--- src/rtl/core/kbmc_pkg.sv ---
// kbmc_pkg: shared types and codes of the keyed block mixer with counter
`default_nettype none

package kbmc_pkg;

    // block size modes carried on the input tuser
    localparam logic [1:0] MODE_8B  = 2'd0;
    localparam logic [1:0] MODE_16B = 2'd1;
    localparam logic [1:0] MODE_32B = 2'd2;
    localparam logic [1:0] MODE_64B = 2'd3;

    localparam int NUM_WORDS = 8;
    localparam int LEN_W     = 10;

    // one queued block with its requested length
    typedef struct packed {
        logic [1:0]                  mode;
        logic [NUM_WORDS-1:0][63:0]  words;
        logic [LEN_W-1:0]            len;
    } item_t;

endpackage

`default_nettype wire

--- src/rtl/core/kbmc_front.sv ---
// kbmc_front: input beat acceptance, length clamp and two-entry item queue
`default_nettype none

module kbmc_front #(
    parameter int MAX_OUT_BYTES = 512
) (
    input  wire logic               clk,
    input  wire logic               rst_n,
    input  wire logic               s_axis_tvalid,
    output logic                    s_axis_tready,
    input  wire logic [527:0]       s_axis_tdata,   // word0..word7, out_bytes, zero pad
    input  wire logic [1:0]         s_axis_tuser,   // operation
    output logic                    q_valid,
    input  wire logic               q_ready,
    output kbmc_pkg::item_t         q_item
);

    localparam int SatInt = (MAX_OUT_BYTES > 1023) ? 1023 : MAX_OUT_BYTES;
    localparam logic [kbmc_pkg::LEN_W-1:0] SatLen = kbmc_pkg::LEN_W'(SatInt);

    kbmc_pkg::item_t    mem_reg [2];
    logic               wr_ptr_reg, wr_ptr_next;
    logic               rd_ptr_reg, rd_ptr_next;
    logic [1:0]         count_reg, count_next;
    logic [kbmc_pkg::LEN_W-1:0] len_raw, len_sat;
    logic               push, pop;
    kbmc_pkg::item_t    in_item;

    // clamp length and build the queue entry
    always_comb
    begin
        len_raw = s_axis_tdata[521:512];
        len_sat = (len_raw > SatLen) ? SatLen : len_raw;
        in_item.mode  = s_axis_tuser;
        in_item.words = s_axis_tdata[511:0];
        in_item.len   = len_sat;
    end

    assign s_axis_tready = (count_reg != 2'd2);
    // a zero length beat is taken and dropped
    assign push    = s_axis_tvalid && s_axis_tready && (len_sat != '0);
    assign q_valid = (count_reg != 2'd0);
    assign pop     = q_ready && q_valid;
    assign q_item  = mem_reg[rd_ptr_reg];

    // pointer and fill count update
    always_comb
    begin
        wr_ptr_next = push ? ~wr_ptr_reg : wr_ptr_reg;
        rd_ptr_next = pop ? ~rd_ptr_reg : rd_ptr_reg;
        count_next  = count_reg;
        if (push && !pop)
        begin
            count_next = count_reg + 2'd1;
        end
        else if (pop && !push)
        begin
            count_next = count_reg - 2'd1;
        end
    end

    always_ff @(posedge clk or negedge rst_n)
    begin
        if (!rst_n)
        begin
            wr_ptr_reg <= 1'b0;
            rd_ptr_reg <= 1'b0;
            count_reg  <= 2'd0;
        end
        else
        begin
            wr_ptr_reg <= wr_ptr_next;
            rd_ptr_reg <= rd_ptr_next;
            count_reg  <= count_next;
        end
    end

    // queue storage
    always_ff @(posedge clk)
    begin
        if (push)
        begin
            mem_reg[wr_ptr_reg] <= in_item;
        end
    end

endmodule

`default_nettype wire

--- config.mk ---
export PLATFORM = sky130hd
export DESIGN_NAME = kbmc_front
export DESIGN_NICKNAME = d
export VERILOG_FILES = /design/src/rtl/core/kbmc_pkg.sv /design/src/rtl/core/kbmc_front.sv
export SDC_FILE = /design/constraint.sdc
export NUM_CORES = 1
export LEC_CHECK = 0
export BUFFER_PORTS_ARGS = -buffer_cell sky130_fd_sc_hd__buf_2
export CORE_AREA = 3 3 410 412
export CTS_CLUSTER_SIZE = 25
export DETAILED_ROUTE_END_ITERATION = 16
export DIE_AREA = 0 0 413 415
export HOLD_SLACK_MARGIN = 0.1
export PLACE_DENSITY = 0.45
export SKIP_CTS_REPAIR_TIMING = 1
export SLEW_MARGIN = 20
export SYNTH_ARGS = -nofsm -noshare
export SYNTH_HDL_FRONTEND = slang
export SYNTH_SLANG_ARGS = --single-unit
--- constraint.sdc ---
create_clock -name clk -period 104.2 [get_ports clk]
set_input_delay 20.84 -clock clk [delete_from_list [all_inputs] [get_ports clk]]
set_output_delay 20.84 -clock clk [all_outputs]
set_load 0.01 [all_outputs]
# Word level (Yosys, flattened, before mapping)

Memory sizes are Yosys's and may differ from the RTL's.
Index checks and enable logic that the tools add are counted.

Register bits after elaboration: 4
RAM bits: 1,048
Input port bits: 534
Output and inout bits: 526
Word-level logic and storage cells: 25
Memories: 1

Memory list:

| name    | depth | bits a word | read ports | clocked after Yosys merged registers in | write ports | line             | text |
|---|---|---|---|---|---|---|---|
| mem_reg | 2     | 524         | 1          | 0                                       | 1           | kbmc_front.sv:21 | `kbmc_pkg::item_t mem_reg [2];` |

Add/sub/neg operators: 2
Order comparisons: 1
Equal/unequal tests: 1
Multiplexer cells: 5
Bitwise logic cells: 2
Reduce and logical (&&, ||, !) cells: 10

Operators by type and width:

| cell                                                                | number |
|---|---|
| 10-bit > comparator (second input constant)                         | 1 |
| 10-bit 2-to-1 mux                                                   | 1 |
| 10-bit nonzero test                                                 | 1 |
| 1-bit logical AND                                                   | 5 |
| 2-bit 2-to-1 mux                                                    | 2 |
| 2-bit nonzero test                                                  | 2 |
| 2-bit by 1-bit adder with 2-bit output (second input constant)      | 1 |
| 1-bit zero test                                                     | 2 |
| 1-bit 2-to-1 mux                                                    | 2 |
| 2-bit != test (second input constant)                               | 1 |
| 1-bit NOT                                                           | 2 |
| 2-bit by 1-bit subtractor with 2-bit output (second input constant) | 1 |

# Longest topological paths before layout

Gate-level depths: netlist (run 1).

Depth after elaboration: 8
Depth in mapped cells: 7

# Least setup slack after synthesis (run 1)

Ideal clock, no wire load.

Path kind: input -> register
Start point: in s_axis_tdata[521]
End point: mem mem_reg[1][0] (netlist name) (enable)
Arrival time: 59.041 ns
Path slack: 42.999 ns
Cell stages on the path: 3
Path buffers: 1
Cells stage by stage: clkbuf_1 > nor4_2 > nor3b_1

Cells in the longest elaborated chain, start to end: 6

RTL lines:

| item                                     | line             | text |
|---|---|---|
| start: declaration                       | kbmc_front.sv:11 | `input wire logic [527:0] s_axis_tdata,` |
| 10-bit > comparator                      | kbmc_front.sv:33 | `len_sat = (len_raw > SatLen) ? SatLen : len_raw;` |
| 10-bit 2-to-1 mux *                      | kbmc_front.sv:33 |  |
| 10-bit nonzero test *                    | kbmc_front.sv:41 | `assign push = s_axis_tvalid && s_axis_tready && (len_sat != '0);` |
| 1-bit logical AND *                      | kbmc_front.sv:41 |  |
| 1-bit 2-to-1 mux *                       | kbmc_front.sv:81 | `if (push)` |
| 1-bit 2-to-1 mux (implied by the code) * | kbmc_front.sv:83 | `mem_reg[wr_ptr_reg] <= in_item;` |
| end: declaration                         | kbmc_front.sv:21 |  |

Every way passes the cells marked *; elsewhere a longest branch is shown, timed or not.

==> results of run 1 <==
## layer usage
layer	global-route usage (%)	wire length, um
met3	6.21	11900
met5	0	143
met2	21.8	55600
met4	3.17	2760
met1	13.2	41000
## worst paths after layout
| path | start | end | slack, ns | cells after the start |
|---|---|---|---|---|
| hold reg to reg | count_reg[1] | count_reg[1] | 0.49 | 1 |
| setup / recovery | rd_ptr_reg | q_item[153] | 78.03 | 6 |
| setup reg to reg | count_reg[0] | mem_reg[0][230] | 99.34 | 8 |
| min in group asynchronous | rst_n | wr_ptr_reg | 19.92 | 1 |
| hold / removal | count_reg[1] | count_reg[1] | 0.49 | 1 |
| max in group asynchronous | rst_n | rd_ptr_reg | 84.14 | 1 |
## placed cells by master (no fill, tap or decap), types with 2 or more instances in the layout
cell,netlist,layout
inv_6,0,3
clkinv_8,0,2
clkinv_1,0,31
clkinv_4,0,3
mux2_1,524,524
buf_4,0,15
clkinvlp_4,0,4
clkbuf_16,0,118
nor2b_1,8,8
xnor2_1,2,2
clkinv_2,0,19
clkbuf_1,6,28
edfxtp_1,1048,1048
diode_2,0,16
buf_2,54,1053
buf_12,0,5
or4_4,2,2
nand2_1,2,2
nand2b_1,2,2
nor2_1,3,2
xor2_1,2,2
dfrtp_1,4,3
## Yosys cell counts
library cell / n
nor2b_2: 1
nand3b_1: 1
nor4_2: 1
or2_1: 1
nor2_1: 3
a21bo_2: 1
nand2_1: 2
or3_1: 1
mux2_1: 524
xnor2_1: 2
nor3b_1: 1
clkbuf_1: 6
ha_1: 1
o211ai_2: 1
nand2b_1: 2
or4_4: 2
dfrtp_1: 4
edfxtp_1: 1048
or2_2: 1
nor2b_1: 8
xor2_1: 2
buf_2: 54
## cells by family after synthesis
logic type	Yosys count
compound gates	2
xor+xnor	4
fa+ha+maj	1
buf+inv	60
flops	1052
mux	524
simple gates	24
## metrics by stage
stage	setup WS, ns	cell area (um2)	hold slack, ns	total power [uW]	instances
detailed placement	78.30	45900	0.483	1010	4869
global route	77.59	49500	0.504	1440	5087
floorplan	43.00	38000	0.456	934	1667
CTS	77.72	49400	0.491	1400	5081
finish	78.03	49500	0.490	1360	5098
global placement	78.28	45900	0.486	1010	4869
## final cells by class
type	count	area, um2	area share, %
Tap cell	2189	2740	5.54
Antenna cell	16	40.0	0.0809
Clock inverter	66	418	0.845
Multi-Input combinational cell	555	6140	12.4
Timing Repair Buffer	1074	5510	11.1
Sequential cell	1052	31600	63.8
Clock buffer	146	3060	6.18
## critical path: stages, from the launching register on
cell and delay, ns:
dfrtp_4 0.98, buf_4 0.68, buf_4 0.67, buf_4 0.73
buf_4 0.75, mux2_1 0.49, buf_2 0.19
## report_power, final
group / switching [uW] / internal [uW]
combinational: 250 / 142
sequential: 19.4 / 578
clock: 165 / 210
total: 435 / 929
==> results.py, run 1 <==
metrics = {
    "die": {
        "placementRows": 149,
        "fp.dieArea_um2": 171000,
        "area_of_the_placeable_core_um2": 165000,
        "start_util_pct": 23.1,
        "die_w_um": 413,
        "ios": 1060,
        "die_h_um": 415,
    },
    "yosys": {
        "synth_area_leaders": "edfxtp_1 83%, mux2_1 16%, buf_2 0.71%, dfrtp_1 0.26%, nor2b_1 0.13%",
        "synth_mux_area_share_pct": 15.5,
        "ys_types": 22,
        "synth_adder_area_share_pct": 0.0329,
        "yosys_register_bits": 1052,
        "synth_top_cell_by_area": "edfxtp_1",
        "synth_area_per_cell_um2": 22.8,
        "yosysSeqAreaShare_pct": 83.1,
        "synth_simple_gate_area_share_pct": 0.418,
        "xor_and_xnor_fraction_of_the_mapped_netlist_area_pct": 0.0922,
        "syn_inst": 1667,
        "ys.warnings.count": 0,
        "fraction_of_the_mapped_netlist_area_in_compound_gates_pct": 0.0593,
        "netlist_area_um2": 38000,
        "synth_top_family_by_area": "multiplexers",
        "post_synth_net_total": 2202,
        "synthDominantCellAreaShare_pct": 82.8,
    },
    "cells_and_area": {
        "area_delta_synth_final_pct": 30.2,
        "largest_reg_flops": 1048,
        "finish.utilization_pct": 30.0,
        "final_nets": 3335,
        "filler_cell_count": 16500,
        "layout-drive-gt1-share_pct": 42.8,
    },
    "route": {
        "route.final.wire_length_mm": 111,
        "detail_route.first_pass.iterations": 5,
        "drt_iter0_markers": 895,
        "ant_nets": 0,
        "drc": 0,
        "via_count": 19900,
        "wl_per_cell_um": 21.9,
        "avgViaCountPerCell": 3.91,
    },
    "global_routing": {
        "first_global_vias": 20600,
        "grtUsageTotal_pct": 12.4,
        "grt_antenna_before_repair": 61,
        "grt_overflow": 0,
        "grt_first_pass_wirelength_mm": 152,
        "pin_count_of_the_biggest_net_entering_global_routing": 147,
    },
    "timing": {
        "setup-tns-final_ns": 0,
        "max_freq_mhz": 38.2,
        "timing_worst_slew_pin_value_ns": 1.19,
        "worst_relative_slew_slack_pct": 20.3,
        "timing.final.setup_violations": 0,
        "timing.final.hold_violations": 0,
        "finalCriticalPeriod_ns": 26.17,
        "share_of_the_cycle_needed_by_the_critical_path_after_routing_pct": 25.1,
        "clock-skew-final_ns": 0.0284,
        "rsz_0062_raised_after_global_routing": "no",
        "timing.final.max_slew_violations": 0,
    },
    "clock_network": {
        "cts_max_level": 3,
        "tritoncts": "done",
        "clock_sinks": 1052,
        "cts.reportedPaths.clkPinSlew_ns": 0.05,
        "master_cell_of_the_clock_root_buffer": "clkbuf_16",
        "cts_buffers": 117,
        "cts-root-to-sink-buffers": 3,
        "insertion_delay_ns": 0.74,
    },
    "setup_path": {
        "critical_path.startpoint_type": "flop",
        "critical_path_required_ns": 83.36,
        "criticalPathCategory": "reg -> out",
        "capturing_element_type_of_the_critical_path": "output pin",
        "critical_path_arrival_ns": 5.33,
        "critPathMaxFanout": 55,
    },
    "outcome": {
        "run_status": "finished clean",
    },
    "placement": {
        "gpl.final_weighted_congestion": 0.793,
        "placement.io_buffers": 1053,
        "dpl.hpwl_mm": 79.6,
    },
    "job": {
        "cap_viol_max_count": 0,
    },
    "pwr": {
        "peakVddDrop_mv": 0.0200,
        "power.static_leakage_uw": 0.0179,
        "power.density_nw_per_um2": 27.6,
    },
    "worst_hold_path": {
        "min_path_type": "reg -> reg",
    },
}
Power figures use the tool's default switching activity.
==> inputs of run 2 (changes only) <==
Settings changed: ABC_AREA from default to 1, CORE_AREA 3 3 410 412 to 3 3 412 414, DIE_AREA 0 0 413 415 to 0 0 415 417.
Clock period 104.2 ns to 26.1 ns, I/O delays scaled along.
==> run 2 against run 1 <==
Net effect: critical path depth rose by 8; cell count rose by 21%; count of clock-buffer cells in the layout fell by 5; synthesized cell count rose by 68%; first-iteration DRC count rose by 53%; die area rose by 0.97%; sequential power rose to 4.0 times the previous value; critical endpoint is now mem_reg[0][171].
==> results.py, run 2 <==
metrics = {
    "outcome": {
        "run_status": "finished clean",
    },
    "setup_path": {
        "critical_path_arrival_ns": 10.33,
        "largest_incremental_delay_on_the_critical_path_ns": 0.88,
        "r2r_slack_ns": 20.63,
        "criticalPathCategory": "in -> reg",
        "r2r_start": "count_reg[0]",
        "capturing_element_type_of_the_critical_path": "flop",
        "cells_traversed_along_the_worst_timing_path": "buf_2, nor2_1, nand2_1, nor2_1, nand2_1, nand2_1, nand2_1, nand3_1, nand3_1, inv_8, buf_4, buf_4, buf_4, buf_4",
        "critPathMaxFanout": 105,
        "timing.critical_path.buf_inv": 6,
        "slowest_stage": "buf_4",
        "cpLargestDelayFamily": "buffers and inverters",
        "reg2regPathDepth": 8,
        "critical_path_required_ns": 26.43,
        "critical_path.startpoint_type": "input port",
        "worst_r2r_endpoint": "mem_reg[0][171]",
    },
    "cells_and_area": {
        "final_cell_mix": "1585 x nand2_1, 1053 x buf_2, 1048 x edfxtp_1",
        "layout.cells.most_common": "nand2_1",
        "largest_reg_flops": 1048,
        "final_nets": 4407,
        "filler_cell_count": 17200,
        "layout-drive-gt1-share_pct": 31.1,
        "finished_layout_cells": 6185,
        "area_delta_synth_final_pct": 29.0,
        "register_area_um2": 31600,
        "multi_input_comb_area_um2": 6080,
    },
    "yosys": {
        "synth_adder_area_share_pct": 0.0326,
        "commonest_cells_in_the_synthesized_netlist": "1585 x nand2_1, 1048 x edfxtp_1, 69 x buf_2",
        "post_synth_net_total": 3331,
        "fraction_of_the_mapped_netlist_area_in_compound_gates_pct": 0.0587,
        "ys.warnings.count": 0,
        "synth-edff-count": 1048,
        "synth_simple_gate_area_share_pct": 15.7,
        "yosysSeqAreaShare_pct": 82.3,
        "ys_types": 19,
        "synth_area_leaders": "edfxtp_1 82%, nand2_1 16%, buf_2 0.90%, buf_4 0.65%, dfrtp_1 0.26%",
        "synth_area_per_cell_um2": 13.7,
        "postSynth.topFlopCell": "edfxtp_1",
        "synth_top_family_by_area": "simple AND/OR/NAND/NOR gates",
        "synthDominantCellAreaShare_pct": 82.0,
        "synth_top_cell_by_area": "edfxtp_1",
        "synth.most_common_cell": "nand2_1",
        "syn_inst": 2796,
        "synth_mux_area_share_pct": 0,
        "xor_and_xnor_fraction_of_the_mapped_netlist_area_pct": 0.0685,
        "yosys_register_bits": 1052,
        "async_flop_share_pct": 0.380,
        "netlist_area_um2": 38400,
    },
    "timing": {
        "final.setup.worst_slack_ns": 16.10,
        "timing_worst_slew_pin_value_ns": 1.08,
        "share_of_the_cycle_needed_by_the_critical_path_after_routing_pct": 38.3,
        "timing.final.max_slew_violations": 0,
        "rsz_0062_raised_after_global_routing": "no",
        "max_freq_mhz": 100,
        "finalCriticalPeriod_ns": 10.00,
        "setup-tns-final_ns": 0,
        "worst_relative_slew_slack_pct": 27.8,
        "timing.final.hold_violations": 0,
        "timing.final.setup_violations": 0,
        "clock-skew-final_ns": 0.0232,
    },
    "route": {
        "drt_iter0_markers": 1369,
        "via_count": 24500,
        "ant_nets": 0,
        "wl_per_cell_um": 19.5,
        "detail_route.first_pass.iterations": 6,
        "drc": 0,
        "avgViaCountPerCell": 3.95,
        "route.final.wire_length_mm": 121,
    },
    "clock_network": {
        "tritoncts": "done",
        "master_cell_of_the_clock_root_buffer": "clkbuf_16",
        "insertion_delay_ns": 0.75,
        "cts_max_level": 3,
        "cts_buffers": 114,
        "cts-root-to-sink-buffers": 3,
        "clock_sinks": 1052,
        "cts.reportedPaths.clkPinSlew_ns": 0.06,
    },
    "die": {
        "die_w_um": 415,
        "area_of_the_placeable_core_um2": 167000,
        "die_h_um": 417,
        "ios": 1060,
        "fp.dieArea_um2": 173000,
        "placementRows": 150,
        "start_util_pct": 23.0,
    },
    "worst_hold_path": {
        "min-delay-start": "wr_ptr_reg",
        "min_delay_path_depth": 2,
        "sink_of_the_worst_hold_path": "wr_ptr_reg",
        "min_path_type": "reg -> reg",
    },
    "global_routing": {
        "grt_overflow": 0,
        "grt_antenna_before_repair": 49,
        "grt_first_pass_wirelength_mm": 168,
        "first_global_vias": 23200,
        "pin_count_of_the_biggest_net_entering_global_routing": 164,
        "grtUsageTotal_pct": 13.3,
    },
    "placement": {
        "placement.io_buffers": 1053,
        "dpl_worst_slack_ns": 15.21,
        "dpl.hpwl_mm": 83.6,
        "place_inst": 5960,
        "gpl.final_weighted_congestion": 0.831,
    },
    "pwr": {
        "power.density_nw_per_um2": 117,
        "power.static_leakage_uw": 0.0206,
        "peakVddDrop_mv": 0.0700,
    },
    "job": {
        "cap_viol_max_count": 0,
    },
}
-- run 2: cell types whose count changed after synthesis, sizes merged, moves of 2 or more --
cell	delta
o21ai	+2
or2	-2
buf	+52
mux2	-524
inv	+18
nand2	+1583
nor2b	-9
nor2	+9
nand3	+3
clkbuf	+5
nand2b	-2
or4	-2
-- run 2: how the worst max path moves through the flow --
stage,from,endpoint,depth (start not counted)
floorplan,s_axis_tdata[518],mem_reg[1][0],9
global placement,s_axis_tdata[518],mem_reg[0][151],14
detailed placement,s_axis_tdata[518],mem_reg[0][151],14
CTS,rd_ptr_reg,q_item[56],7
global route,s_axis_tdata[518],mem_reg[0][171],14
finish,s_axis_tdata[518],mem_reg[0][171],14
-- run 2: metrics by stage --
stage | hold slack [ns] | total power (uW) | area [um2] | utilization (%)
final | 0.472 | 5800 | 49500 | 29.7
after global routing | 0.503 | 6140 | 49500 | 29.7
after floorplan | 0.442 | 3640 | 38400 | -
after detailed placement | 0.461 | 4400 | 46000 | 27.6
after global placement | 0.459 | 4400 | 46000 | 27.6
after CTS | 0.474 | 5930 | 49500 | 29.7
-- run 2: final cells by class --
class,instances,share of cell area [%]
well taps,2204,5.57
flip-flops and latches,1052,63.8
multi-input cells,1609,12.3
diodes,18,0.0910
clock inverters,66,1.01
repair buffers,1077,11.1
inverters,18,0.167
clock buffers,141,5.97
-- run 2: layer usage --
layer	up-vias	GRT usage, %	share of wire [%]
met5	-	0	0.15
met4	26	4.13	2.4
met3	192	4.38	7.7
met2	753	23.5	51
met1	11800	15.2	38
li1	11700	-	-
-- run 2: worst reg2reg max path, stage by stage (launching register included) --
cell and delay [ns]:
dfrtp_1 0.37, inv_1 0.09, a21boi_0 0.27, nand3_1 0.25, inv_8 0.64, buf_4 0.79
buf_4 0.91, buf_4 0.78, buf_4 0.92
-- run 2: where the power goes --
group	internal (uW)	leakage, uW	switching [uW]	total (uW)
combinational	533	0.00918	1380	1910
clock	840	0.00169	659	1500
sequential	2310	0.00978	81.2	2390
-- run 2: logic make-up (layout without fill, tap and decap cells) --
group,after synthesis,count (layout)
xor gates and xnor gates,3,3
adders and majority gates,1,1
and+or+nand+nor,1601,1601
DFF,1052,1052
other,0,18
buffers and inverters,135,1302
AOI/OAI and AO/OA,4,4
